<file path="config.mk">
export PLATFORM = sky130hd
export DESIGN_NAME = lfd_ctl
export DESIGN_NICKNAME = d
export VERILOG_FILES = /design/src/sv/lfd_pkg.sv /design/src/sv/lfd_ctl.sv
export SDC_FILE = /design/constraint.sdc
export NUM_CORES = 1
export LEC_CHECK = 0
export BUFFER_PORTS_ARGS = -buffer_cell sky130_fd_sc_hd__buf_4
export CAP_MARGIN = 15
export CORE_MARGIN = 2
export CORE_UTILIZATION = 59
export CTS_CLUSTER_SIZE = 40
export DETAILED_ROUTE_END_ITERATION = 8
export PLACE_DENSITY = 0.85
export SYNTH_ARGS = -nofsm -noshare
export SYNTH_HDL_FRONTEND = slang
export SYNTH_SLANG_ARGS = --single-unit
</file>
<file path="constraint.sdc">
create_clock -name clk -period 6.55 [get_ports clk]
set_clock_uncertainty 0.1 [all_clocks]
set_input_delay 0.9825 -clock clk [delete_from_list [all_inputs] [get_ports clk]]
set_output_delay 0.9825 -clock clk [all_outputs]
set_load 0.03 [all_outputs]
</file>
<file path="src/sv/lfd_pkg.sv">
package lfd_pkg;

    localparam logic [7:0]  RESYNC_BYTE = 8'hf0;
    localparam logic [15:0] END_MARK    = 16'hffff;
    localparam logic [15:0] COMMIT_WORD = 16'hf0ff;
    localparam logic [15:0] WORD_LIMIT  = 16'hff00;

    localparam logic [1:0] EV_NONE   = 2'd0;
    localparam logic [1:0] EV_COMMIT = 2'd1;
    localparam logic [1:0] EV_BAD    = 2'd2;
    localparam logic [1:0] EV_RESYNC = 2'd3;

    localparam logic CMD_BYTE = 1'b0;
    localparam logic CMD_READ = 1'b1;

    typedef struct packed {
        logic       command;
        logic [7:0] rx_byte;
        logic [9:0] read_index;
    } req_t;

    typedef struct packed {
        logic [15:0] read_data;
        logic [1:0]  frame_event;
        logic        shown_buffer;
    } rsp_t;

    typedef struct packed {
        logic       hit;
        logic [1:0] frame_event;
        logic       shown_buffer;
    } stage_t;

endpackage

</file>
<file path="src/sv/lfd_ctl.sv">
module lfd_ctl #(
    parameter int FRAME_WORDS = 1024,
    parameter int AW          = 11,
    parameter int WPW         = 11
) (
    input  logic                 clk,
    input  logic                 rst_n,
    input  logic                 accept,
    input  lfd_pkg::req_t        req,
    output logic                 we,
    output logic [AW-1:0]        waddr,
    output logic [15:0]          wdata,
    output logic                 re,
    output logic [AW-1:0]        raddr,
    output lfd_pkg::stage_t      stage
);

    logic           shown_reg, shown_next;
    logic           high_reg, high_next;
    logic [7:0]     hold_reg, hold_next;
    logic           ems_reg, ems_next;
    logic           ok_reg, ok_next;
    logic [WPW-1:0] wp_reg, wp_next;
    logic [WPW-1:0] fill0_reg, fill0_next;
    logic [WPW-1:0] fill1_reg, fill1_next;

    logic [15:0]    word;
    logic           ok_t;
    logic           back;
    logic [WPW-1:0] fill_back;
    logic [WPW-1:0] fill_shown;
    logic [WPW-1:0] wp_inc;
    logic [1:0]     ev;

    assign word       = {req.rx_byte, hold_reg};
    assign back       = ~shown_reg;
    assign fill_back  = back ? fill1_reg : fill0_reg;
    assign fill_shown = shown_reg ? fill1_reg : fill0_reg;
    assign wp_inc     = wp_reg + WPW'(1);

    assign wdata = word;
    assign waddr = AW'((back ? 32'(FRAME_WORDS) : 32'd0) + 32'(wp_reg));
    assign raddr = AW'((shown_reg ? 32'(FRAME_WORDS) : 32'd0) + 32'(req.read_index));
    assign re    = accept && (req.command == lfd_pkg::CMD_READ);

    always_comb
    begin
        shown_next = shown_reg;
        high_next  = high_reg;
        hold_next  = hold_reg;
        ems_next   = ems_reg;
        ok_next    = ok_reg;
        wp_next    = wp_reg;
        fill0_next = fill0_reg;
        fill1_next = fill1_reg;
        ok_t       = ok_reg;
        ev         = lfd_pkg::EV_NONE;
        we         = 1'b0;
        if (accept && req.command == lfd_pkg::CMD_BYTE)
        begin
            if (!high_reg)
            begin
                if (ems_reg && req.rx_byte == lfd_pkg::RESYNC_BYTE)
                begin
                    wp_next  = '0;
                    ems_next = 1'b0;
                    ok_next  = 1'b1;
                    ev       = lfd_pkg::EV_RESYNC;
                end
                else
                begin
                    hold_next = req.rx_byte;
                    high_next = 1'b1;
                end
            end
            else
            begin
                high_next = 1'b0;
                if (word == lfd_pkg::END_MARK)
                begin
                    ok_next  = ~ems_reg;
                    ems_next = 1'b1;
                end
                else if (ems_reg && word == lfd_pkg::COMMIT_WORD)
                begin
                    if (ok_reg)
                    begin
                        shown_next = ~shown_reg;
                        ev         = lfd_pkg::EV_COMMIT;
                    end
                    else
                    begin
                        ev = lfd_pkg::EV_BAD;
                    end
                    wp_next  = '0;
                    ems_next = 1'b0;
                    ok_next  = 1'b1;
                end
                else
                begin
                    if (ems_reg || word > lfd_pkg::WORD_LIMIT)
                    begin
                        ok_t = 1'b0;
                    end
                    ok_next = ok_t;
                    if (ok_t && 32'(wp_reg) < 32'(FRAME_WORDS))
                    begin
                        we      = 1'b1;
                        wp_next = wp_inc;
                        if (wp_inc > fill_back)
                        begin
                            if (back)
                            begin
                                fill1_next = wp_inc;
                            end
                            else
                            begin
                                fill0_next = wp_inc;
                            end
                        end
                    end
                end
            end
        end
    end

    assign stage.hit          = (req.command == lfd_pkg::CMD_READ) &&
                                (32'(req.read_index) < 32'(fill_shown));
    assign stage.frame_event  = ev;
    assign stage.shown_buffer = shown_next;

    always_ff @(posedge clk or negedge rst_n)
    begin
        if (!rst_n)
        begin
            shown_reg <= 1'b0;
            high_reg  <= 1'b0;
            hold_reg  <= '0;
            ems_reg   <= 1'b0;
            ok_reg    <= 1'b1;
            wp_reg    <= '0;
            fill0_reg <= '0;
            fill1_reg <= '0;
        end
        else
        begin
            shown_reg <= shown_next;
            high_reg  <= high_next;
            hold_reg  <= hold_next;
            ems_reg   <= ems_next;
            ok_reg    <= ok_next;
            wp_reg    <= wp_next;
            fill0_reg <= fill0_next;
            fill1_reg <= fill1_next;
        end
    end

endmodule

</file>
Word level (Yosys, flattened, before mapping)
Index checks and enable logic that the tools add are counted.

Equal/unequal tests: 6. Bitwise logic cells: 7. Magnitude comparators: 4. $add $sub $neg: 3. Muxes and demuxes: 40. Reduce and logical (&&, ||, !) cells: 14.

Operators by type and width (count): $mux W11 (9); $eq A16 B16 Y1 const B (2); $mux W1 (25); $gt A16 B16 Y1 const B (1); $reduce_and A7 Y1 (2); $mux W2 (6); $add A11 B1 Y11 const B (1); $add A11 B10 Y11 (1); $add A11 B11 Y11 (1); $gt A11 B11 Y1 (1); $lt A10 B11 Y1 (1); $lt A11 B11 Y1 const B (1); $eq A8 B8 Y1 const B (1); $not A1 Y1 (7); $logic_and A1 B1 Y1 (6); $ne A3 B1 Y1 const B (2); $reduce_and A3 Y1 (2); $reduce_and A4 Y1 (1); $ne A2 B2 Y1 const B (1); $reduce_and A2 Y1 (1); $reduce_bool A2 Y1 (1); $logic_or A1 B1 Y1 (1).

Output and inout port bits: 44. Input bits: 22. Register bits: 45.

Logic depth before layout (Yosys ltp)
Word-level depth: 13. Mapped depth: 13. Mapped depth without buffers: 10.

Worst setup path before layout
No wires, ideal clock.

Path kind: in2out. Start: input req[16] in the netlist's numbering. End: output stage[2] in the netlist's numbering. Buffers on the path: 0. Stages on the path: 6. Arrival: 2.574 ns. Setup slack: 2.893 ns. Cells stage by stage: nand4_1 -> or3_1 -> nor2_1 -> inv_1 -> or3_1 -> a21oi_1.

RTL lines: start: declaration (RTL line lfd_ctl.sv:9) `input lfd_pkg::req_t req,`; end: declaration (RTL line lfd_ctl.sv:15) `output lfd_pkg::stage_t stage`.

==> results.toml <==
[route]
routed_via_density = 5.69
drt_wl_total_um = 6060
dr.pass1.iters = 4
drc = 0
wl_per_cell_um = 16.0
num_vias = 2150
drt_iter0_drc = 93
ant_nets = 0

[clock_network]
postCtsResizedCells = 0
cts_buffers = 5
root_buffer = "clkbuf_8"
clock-sinks = 45
clk_pin_slew_worst_paths_ns = 0.08
cts_max_path_buffers = 2
hold_buffers = 0
cts_tree = "done"
clk_latency_ns = 0.30
cts_setup_buffers = 0
h-tree-depth = 2

[grt]
grt_max_degree = 46
gr-total-overflow = 0
grt_pass1_wl_um = 10300
track_usage_pct = 21.9
grt_pass1_vias = 2130
antenna_found_initial = 0

[power_and_ir_drop]
ir_drop_v = 0.000216
switchingPower_w = 0.000363
p_clk_share_pct = 17.7
switching_share_pct = 38.8
power.leakage_nw = 1.58
p_seq_share_pct = 39.7
power_frac_comb_pct = 42.7
internal_power_w = 0.000573
p_per_area_nw_per_um2 = 269

[worst_hold_path]
worst_hold_path_type = "register to register"

[floorplanning]
core_um2 = 5070
initial_utilization_pct = 60.7
io_pins = 66
fp.dieH_um = 76.3
die_w_um = 76.3
dieArea_um2 = 5820
rows = 26

[timing]
worstMarginPinSlew_ns = 0.664
rsz0062_at_grt = "no"
final.setup.tns_ns = 0
period_needed_ns = 3.90
fmax_mhz = 256
setup_viol = 0
slew_headroom_pct = 55.7
finalHoldViolations = 0
finalCritPeriodShare_pct = 59.6
slew_violations = 0

[critical_path]
path_max_fanout = 4
critPathKind = "primary input to primary output"
path_common_cell = "buf_4"
cp_slowest_cell = "or3b_2"
worst_ep_required_time_ns = 5.47
cpPeakStageDelay_ns = 0.49
crit_path_start_kind = "primary input"
reg2reg_from = "shown_reg$_DFF_PN0_"
cp.depth = 8
reg2reg_depth = 11
endpoint_kind = "primary output"
crit_chain = "buf_4 > nand4_1 > or3_1 > nor2_1 > nand2_1 > or3b_2 > xnor2_1 > buf_4"
setup.worst_path.start = "req[16]"
worstSetupEndpoint = "stage[0]"
critPathTopFamily = "simple AND/OR/NAND/NOR gates"
rrSetupSlack_ns = 2.94
critPathArrivalTime_ns = 2.82
cp.buffers_inverters = 2
rr_endpoint = "fill1_reg[3]$_DFFE_PN0P_"

[synth]
synth-seq-area-share_pct = 36.6
synth_top_area_share_pct = 35.7
synth_edf_count = 0
synthTopCellsByCount = "dfrtp_1 (44), buf_4 (30), mux2i_1 (23), ha_1 (18), mux2_4 (18)"
synth_ff_type = "dfrtp_1"
synth_area_per_cell_um2 = 11.4
syn_inst = 271
synth_area_um2 = 3080
synth.distinct_cells = 49
synth_largest_area_cell = "dfrtp_1"
ys_async_sr_fraction_pct = 100
syn_nets = 311
yosys_warnings = 0
synth_seq_cells = 45
synth_area_leaders = "dfrtp_1 (36%), mux2_4 (8.8%), mux2i_1 (7.5%), buf_4 (7.3%), ha_1 (7.3%)"
synth.most_common_cell = "dfrtp_1"

[finish]
nets = 347
area_growth_pct = 13.1
insertedDiodeCount = 0
fillCellCount = 401
drive_above_1_share_pct = 38.6
postLayoutCellArea_um2 = 3480

[run_status]
status = "finished clean"

[placement]
hpwl_um = 4620
place_congestion = 0.856
port_buffers = 65
placed_cell_area_um2 = 3380

[job]
cap_violations = 0
[power groups by stage]
| stage | clock, W | combinational (W) | sequential (W) |
|---|---|---|---|
| after CTS | 0.000170 | 0.000398 | 0.000371 |
| after floorplan | 0 | 0.000270 | 0.000396 |
| final | 0.000165 | 0.000400 | 0.000371 |
| after detailed placement | 0 | 0.000397 | 0.000376 |
| after global routing | 0.000181 | 0.000428 | 0.000381 |
| after global placement | 0 | 0.000381 | 0.000375 |
[placed cells by master (no fill, tap or decap), types with 3 or more instances in the layout]
master,netlist,final
nand3_1,6,6
mux2_4,18,18
o21bai_1,3,3
clkbuf_8,0,5
nand2_1,13,13
xor2_1,4,4
nor4_1,3,3
a211oi_1,3,3
nor2_1,3,3
dfrtp_1,44,44
ha_1,18,18
xnor2_1,8,8
nor2b_1,4,4
mux2_2,12,12
a21oi_1,7,7
mux2i_1,23,23
o21ai_0,8,8
inv_1,7,7
nand4_1,5,5
a22o_1,8,8
buf_4,30,67
[kinds of logic after synthesis]
group	after synthesis	synth area share (%)
multiplexers	53	20.6
AND/OR/NAND/NOR	50	9.91
buffers and inverters	46	9.99
flip-flops	45	36.6
AO/OA/AOI/OAI	43	10.1
adder cells (fa/ha/maj)	20	7.96
XOR/XNOR	14	4.87
[per-layer routing]
metal  vias up  part of all wire [%]  global-route usage, %
met3         8                   5.1                   5.21
met5         -                     0                      0
met1      1054                    45                   28.1
li1       1026                     -                      -
met2        62                    49                   37.2
met4         0                   1.2                   6.00
[layout make-up]
cell class	instances	area [um2]	share of cell area, %
inverters	7	26.3	0.754
repair buffers	68	514	14.8
flip-flops and latches	45	1130	32.4
multi-input cells	180	1650	47.3
well taps	70	87.6	2.51
clock inverters	2	10.0	0.287
clock buffers	6	72.6	2.08
[worst min path at each step]
stage                              startpoint            endpoint  cells past startpoint
after detailed placement  ems_reg$_DFFE_PN0P_  ok_reg$_DFFE_PN1P_                      1
after CTS                 ems_reg$_DFFE_PN0P_  ok_reg$_DFFE_PN1P_                      1
after global routing      ems_reg$_DFFE_PN0P_  ok_reg$_DFFE_PN1P_                      1
after global placement    ems_reg$_DFFE_PN0P_  ok_reg$_DFFE_PN1P_                      1
final                     ems_reg$_DFFE_PN0P_  ok_reg$_DFFE_PN1P_                      1
after floorplan           ems_reg$_DFFE_PN0P_  ok_reg$_DFFE_PN1P_                      1
[stage by stage]
stage,instances,hold WS [ns],worst slack [ns],total power (W),util (%)
after floorplan,271,0.347,2.89,0.000667,-
after global routing,378,0.435,2.49,0.000990,68.7
after global placement,368,0.388,2.36,0.000756,66.7
after CTS,376,0.415,2.54,0.000940,68.3
final,378,0.413,2.65,0.000936,68.7
after detailed placement,368,0.403,2.23,0.000772,66.7
(Power assumes the default switching activity.)
