`config.mk`:
```
export PLATFORM = sky130hd
export DESIGN_NAME = lfd_out
export DESIGN_NICKNAME = d
export VERILOG_FILES = /design/src/sv/lfd_pkg.sv /design/src/sv/lfd_out.sv
export SDC_FILE = /design/constraint.sdc
export NUM_CORES = 1
export LEC_CHECK = 0
export BUFFER_PORTS_ARGS = -buffer_cell sky130_fd_sc_hd__buf_2
export CAP_MARGIN = 30
export CORE_MARGIN = 10
export CORE_UTILIZATION = 43
export CTS_CLUSTER_DIAMETER = 100
export DETAILED_ROUTE_END_ITERATION = 12
export PLACE_DENSITY = 0.79
export SYNTH_ARGS = -nofsm -noshare
export SYNTH_HDL_FRONTEND = slang
export SYNTH_SLANG_ARGS = --single-unit
```
`constraint.sdc`:
```
create_clock -name clk -period 2.7 [get_ports clk]
set_input_delay 0.27 -clock clk [delete_from_list [all_inputs] [get_ports clk]]
set_output_delay 0.27 -clock clk [all_outputs]
set_load 0.005 [all_outputs]
```
`src/sv/lfd_pkg.sv`:
```
package lfd_pkg;

    localparam logic [7:0]  RESYNC_BYTE = 8'hf0;
    localparam logic [15:0] END_MARK    = 16'hffff;
    localparam logic [15:0] COMMIT_WORD = 16'hf0ff;
    localparam logic [15:0] WORD_LIMIT  = 16'hff00;

    localparam logic [1:0] EV_NONE   = 2'd0;
    localparam logic [1:0] EV_COMMIT = 2'd1;
    localparam logic [1:0] EV_BAD    = 2'd2;
    localparam logic [1:0] EV_RESYNC = 2'd3;

    localparam logic CMD_BYTE = 1'b0;
    localparam logic CMD_READ = 1'b1;

    typedef struct packed {
        logic       command;
        logic [7:0] rx_byte;
        logic [9:0] read_index;
    } req_t;

    typedef struct packed {
        logic [15:0] read_data;
        logic [1:0]  frame_event;
        logic        shown_buffer;
    } rsp_t;

    typedef struct packed {
        logic       hit;
        logic [1:0] frame_event;
        logic       shown_buffer;
    } stage_t;

endpackage

```
`src/sv/lfd_out.sv`:
```
module lfd_out (
    input  logic            clk,
    input  logic            rst_n,
    input  logic            accept,
    input  lfd_pkg::stage_t stage,
    input  logic [15:0]     mem_q,
    output logic            busy,
    output logic            rsp_valid,
    input  logic            rsp_stall,
    output lfd_pkg::rsp_t   rsp
);

    logic            s1_valid_reg, s1_valid_next;
    lfd_pkg::stage_t s1_reg;
    logic            ov_reg, ov_next;
    lfd_pkg::rsp_t   out_reg;
    logic            s1_move;

    assign s1_move       = s1_valid_reg && (!ov_reg || !rsp_stall);
    assign busy          = s1_valid_reg && !s1_move;
    assign s1_valid_next = accept | (s1_valid_reg & ~s1_move);
    assign ov_next       = s1_move | (ov_reg & rsp_stall);

    always_ff @(posedge clk or negedge rst_n)
    begin
        if (!rst_n)
        begin
            s1_valid_reg <= 1'b0;
            ov_reg       <= 1'b0;
        end
        else
        begin
            s1_valid_reg <= s1_valid_next;
            ov_reg       <= ov_next;
        end
    end

    always_ff @(posedge clk)
    begin
        if (accept)
        begin
            s1_reg <= stage;
        end
        if (s1_move)
        begin
            out_reg.read_data    <= s1_reg.hit ? mem_q : 16'd0;
            out_reg.frame_event  <= s1_reg.frame_event;
            out_reg.shown_buffer <= s1_reg.shown_buffer;
        end
    end

    assign rsp_valid = ov_reg;
    assign rsp       = out_reg;

endmodule

```
# After elaboration in Yosys (flattened, before gate mapping)
# Index checks and enable logic that the tools add are counted.
# totals
out_inout_bits	21
word_cells	19
register_bits	25
inputBits	24
# classes
bitwise	5
n_reduce_logical	6
# op_table
operator	count
logical NOT 1 bit	3
AND 1 bit	2
logical AND 1 bit	2
bitwise OR 1 bit	2
logical OR 1 bit	1
inverter 1 bit	1

# Logic depth before layout (Yosys ltp)
# depth
depth_word	6
mapped_depth	2

# Worst setup path before layout
# No wires, ideal clock.
# synth_path
path_kind	register to register
from	reg ov_reg, in the netlist rsp_valid
to	reg out_reg, in the netlist rsp[0] (enable)
slack_ps	408
path_stages_with_launch	2
n_path_buf	0
arrival_ps	1867
period_less_slack_ps	2292
path_cell_list	dfrtp_1 a21boi_0
# synth_via
elab_chain_len	3
# synth_lines
item	line	rtl
start, declared	lfd_out.sv:15	logic ov_reg, ov_next;
start signal, assigned	lfd_out.sv:34	ov_reg <= ov_next;
logical NOT 1 bit	lfd_out.sv:19	assign s1_move = s1_valid_reg && (!ov_reg || !rsp_stall);
logical OR 1 bit	lfd_out.sv:19	
logical AND 1 bit	lfd_out.sv:19	
net s1_move	lfd_out.sv:17	logic s1_move;
end, declared	lfd_out.sv:16	lfd_pkg::rsp_t out_reg;
# The timed path passes the listed nets, and every way through them passes these cells.
# A chain may end at the register's enable or synchronous reset.

# Final worst setup path
# layout_path
from	reg ov_reg, in the netlist rsp_valid
to	reg out_reg, in the netlist rsp[3] (enable)
# Same word-level chain as after synthesis.

==> flow_summary.html <==
<table>
<tr><th>Metric</th><th>Value</th></tr>
<tr><th colspan="2">Outcome</th></tr>
<tr><td>Result of the run</td><td>finished clean</td></tr>
<tr><th colspan="2">Floorplanning</th></tr>
<tr><td>Starting density of the core</td><td>0.453</td></tr>
<tr><td>Floorplan Core Area</td><td>1980 µm²</td></tr>
<tr><td>I/O pin count</td><td>45</td></tr>
<tr><td>Chip width</td><td>65.7 µm</td></tr>
<tr><td>Site Rows</td><td>16</td></tr>
<tr><td>Die footprint</td><td>4310 µm²</td></tr>
<tr><td>Y dimension of the die</td><td>65.7 µm</td></tr>
<tr><th colspan="2">STA</th></tr>
<tr><td>Number of slew-limit violations in the final report</td><td>0</td></tr>
<tr><td>Worst Setup Slack, final</td><td>1.15 ns</td></tr>
<tr><td>Total negative setup slack</td><td>0 ns</td></tr>
<tr><td>Highest attainable clock frequency</td><td>0.646 GHz</td></tr>
<tr><td>Number of hold violations in the final report</td><td>0</td></tr>
<tr><td>Final min period</td><td>1.55 ns</td></tr>
<tr><td>Slew Limit Headroom</td><td>0.362</td></tr>
<tr><td>Clock tree skew after final layout</td><td>0.00298 ns</td></tr>
<tr><td>Number of endpoints failing setup at the final stage</td><td>0</td></tr>
<tr><td>RSZ-0062 raised after global routing</td><td>no</td></tr>
<tr><td>Transition time at the pin with the least slew margin</td><td>0.951 ns</td></tr>
<tr><td>Ratio of final minimum period to clock period</td><td>0.573</td></tr>
<tr><th colspan="2">Worst setup path</th></tr>
<tr><td>Signal arrival time at the worst endpoint</td><td>1.48 ns</td></tr>
<tr><td>Cell Chain, Critical Path</td><td>a21boi_2</td></tr>
<tr><td>WP buf/inv</td><td>0</td></tr>
<tr><td>Maximum fanout along the worst path</td><td>19</td></tr>
<tr><td>Startpoint Class</td><td>flop</td></tr>
<tr><td>Capturing element type of the critical path</td><td>flop</td></tr>
<tr><td>Peak per-stage delay on the critical path</td><td>0.74 ns</td></tr>
<tr><td>Family with the most delay on the worst path</td><td>compound AO/OA/AOI/OAI gates</td></tr>
<tr><td>Category of the most critical setup path</td><td>flop to flop</td></tr>
<tr><td>Slowest cell on crit path</td><td>sky130_fd_sc_hd__a21boi_2</td></tr>
<tr><td>Data required time of the critical path</td><td>2.63 ns</td></tr>
<tr><th colspan="2">Worst hold path</th></tr>
<tr><td>Min-Delay Path Class</td><td>input pin to flop</td></tr>
<tr><th colspan="2">Power and ir drop</th></tr>
<tr><td>Power per cell area</td><td>591 nW/µm²</td></tr>
<tr><td>Leakage power of the design</td><td>0.511 nW</td></tr>
<tr><td>PnR Total Power</td><td>0.697 mW</td></tr>
<tr><td>Maximum vdd drop</td><td>0.436 mV</td></tr>
<tr><th colspan="2">Clock tree</th></tr>
<tr><td>Clock tree sinks</td><td>25</td></tr>
<tr><td>Clock Root Buffer</td><td>sky130_fd_sc_hd__clkbuf_4</td></tr>
<tr><td>Buffer depth of the longest clock path</td><td>2</td></tr>
<tr><td>Number of buffers created by CTS</td><td>3</td></tr>
<tr><td>Clock tree from TritonCTS</td><td>done</td></tr>
<tr><td>Clock latency of the later-clocked register in the worst-skew pair</td><td>0.30 ns</td></tr>
<tr><td>Clock-pin slew of the registers on the worst-case setup and hold paths</td><td>0.12 ns</td></tr>
<tr><td>Number of buffers inserted by post-CTS setup repair</td><td>0</td></tr>
<tr><td>CTS H-tree lvls</td><td>1</td></tr>
<tr><th colspan="2">Synthesis</th></tr>
<tr><td>Area of the mapped netlist</td><td>897 µm²</td></tr>
<tr><td>Avg Inst Size Synth</td><td>19.5 µm²</td></tr>
<tr><td>Mapped Nets</td><td>70</td></tr>
<tr><td>Number of register bits inferred by synthesis</td><td>25</td></tr>
<tr><td>Library cells used by synthesis</td><td>9</td></tr>
<tr><td>Synthesis Warnings</td><td>0</td></tr>
<tr><td>Sequential fraction of the synthesis area</td><td>0.826</td></tr>
<tr><td>Cells after Synth</td><td>46</td></tr>
<tr><th colspan="2">Global route</th></tr>
<tr><td>Maximum number of pins on one net before global-route repair</td><td>20</td></tr>
<tr><td>Wire length of the first global-routing pass</td><td>2.47 mm</td></tr>
<tr><td>Number of global-route vias before repair</td><td>571</td></tr>
<tr><td>Overall overflow remaining after global route</td><td>0</td></tr>
<tr><td>Number of antenna violations at the first check in global routing</td><td>0</td></tr>
<tr><td>All-layer global routing usage</td><td>0.0735</td></tr>
<tr><th colspan="2">Routing</th></tr>
<tr><td>Detailed-route wire length</td><td>1.66 mm</td></tr>
<tr><td>Post-detailed-route count of antenna-violating nets</td><td>0</td></tr>
<tr><td>Number of vias per cell</td><td>4.41</td></tr>
<tr><td>Number of search-and-repair iterations in the first detailed-routing pass</td><td>2</td></tr>
<tr><td>DRT iter0 DRCs</td><td>17</td></tr>
<tr><td>DRC</td><td>0</td></tr>
<tr><td>Vias</td><td>534</td></tr>
<tr><td>Routed len/inst</td><td>13.7 µm</td></tr>
<tr><th colspan="2">Finish</th></tr>
<tr><td>P&amp;R area growth vs syn</td><td>31.5%</td></tr>
<tr><td>Fraction of final layout cells sized beyond drive strength 1</td><td>0.649</td></tr>
<tr><td>Largest register FFs</td><td>19</td></tr>
<tr><td>Filler Cell Count</td><td>162</td></tr>
<tr><td>Layout Nets</td><td>119</td></tr>
<tr><td>Cell area after layout</td><td>1180 µm²</td></tr>
<tr><td>Inserted Diodes</td><td>0</td></tr>
<tr><th colspan="2">Placed design</th></tr>
<tr><td>Hpwl dp</td><td>1.35 mm</td></tr>
<tr><td>Worst Setup Slack post-DPL</td><td>1.13 ns</td></tr>
<tr><td>Number of port buffers</td><td>44</td></tr>
<tr><td>Gpl congestion</td><td>0.698</td></tr>
<tr><td>Total cell area at the placement stage</td><td>1140 µm²</td></tr>
<tr><th colspan="2">Run</th></tr>
<tr><td>Number of violations of the max-capacitance limit</td><td>0</td></tr>
</table>
metrics by stage:
step,hold WS [ns],utilization,cells
2_1_floorplan,-0.0256,-,46
3_3_place_gp,0.0540,0.577,116
3_5_place_dp,0.0559,0.577,116
4_1_cts,0.125,0.595,121
5_1_grt,0.120,0.595,121
6_report,0.141,0.595,121
report_power, final:
part	total, mW	switching [mW]	internal, mW	leakage (nW)
logic	0.0742	0.0328	0.0414	0.248
registers	0.473	0.0113	0.461	0.248
clock network	0.150	0.0926	0.0575	0.0150
total	0.697	0.137	0.560	0.511
layout by cell type, fill, tap and decap left out:
cell type / synthesis / layout
sky130_fd_sc_hd__dfrtp_1: 2 / 2
sky130_fd_sc_hd__edfxtp_1: 23 / 23
sky130_fd_sc_hd__a31o_2: 1 / 1
sky130_fd_sc_hd__and3_1: 1 / 1
sky130_fd_sc_hd__a21o_1: 1 / 1
sky130_fd_sc_hd__and2_1: 4 / 4
sky130_fd_sc_hd__and2_2: 12 / 12
sky130_fd_sc_hd__buf_2: 0 / 44
sky130_fd_sc_hd__a21boi_2: 0 / 1
sky130_fd_sc_hd__dlygate4sd3_1: 0 / 1
sky130_fd_sc_hd__clkbuf_4: 0 / 3
sky130_fd_sc_hd__clkbuf_1: 0 / 1
Yosys cell counts:
master / n / area (µm²)
sky130_fd_sc_hd__and2_2: 12 / 90.1
sky130_fd_sc_hd__and3_1: 1 / 6.26
sky130_fd_sc_hd__a31o_2: 1 / 8.76
sky130_fd_sc_hd__a21boi_0: 1 / 7.51
sky130_fd_sc_hd__dfrtp_1: 2 / 50.1
sky130_fd_sc_hd__buf_6: 1 / 11.3
sky130_fd_sc_hd__a21o_1: 1 / 7.51
sky130_fd_sc_hd__edfxtp_1: 23 / 691
sky130_fd_sc_hd__and2_1: 4 / 25.0
repair_timing:
| item | 4_1_cts | 5_1_grt |
|---|---|---|
| gates resized for setup | 0 | 0 |
| endpoints found under the hold margin | 2 | 0 |
| hold buffers | 1 | 0 |
cell families after synthesis:
logic type / count (synthesis) / synth area share
simple gates: 17 / 0.135
buf+inv: 1 / 0.0126
flops: 25 / 0.826
compound gates: 3 / 0.0265
worst paths after layout:
| path | from | end | slack (ns) | depth (start not counted) |
|---|---|---|---|---|
| min reg2reg | s1_reg[0] | rsp[0] | 0.43 | 0 |
| max in group asynchronous | rst_n | s1_valid_reg | 2.35 | 2 |
| max reg2reg | rsp_valid | rsp[3] | 1.15 | 1 |
| max | rsp_valid | rsp[3] | 1.15 | 1 |
| min | stage[1] | s1_reg[1] | 0.14 | 1 |
| min in group asynchronous | rst_n | rsp_valid | 0.26 | 2 |
per-layer routing:
| layer | GRT usage | up-vias | wire length [µm] |
|---|---|---|---|
| met5 | 0 | - | 0 |
| met4 | 0.0241 | 0 | 0 |
| met3 | 0.0729 | 0 | 330 |
| met2 | 0.110 | 33 | 708 |
| met1 | 0.0680 | 237 | 616 |
| li1 | - | 264 | - |
cell type report:
cell class                 count  area, µm²  area share
sequential                    25        741       0.628
timing repair buffer          45        230       0.195
tap                           27       33.8      0.0286
multi-input combinational     20        149       0.126
clock buffer                   4       26.3      0.0223
No activity file was read; power rests on OpenSTA's default activity.
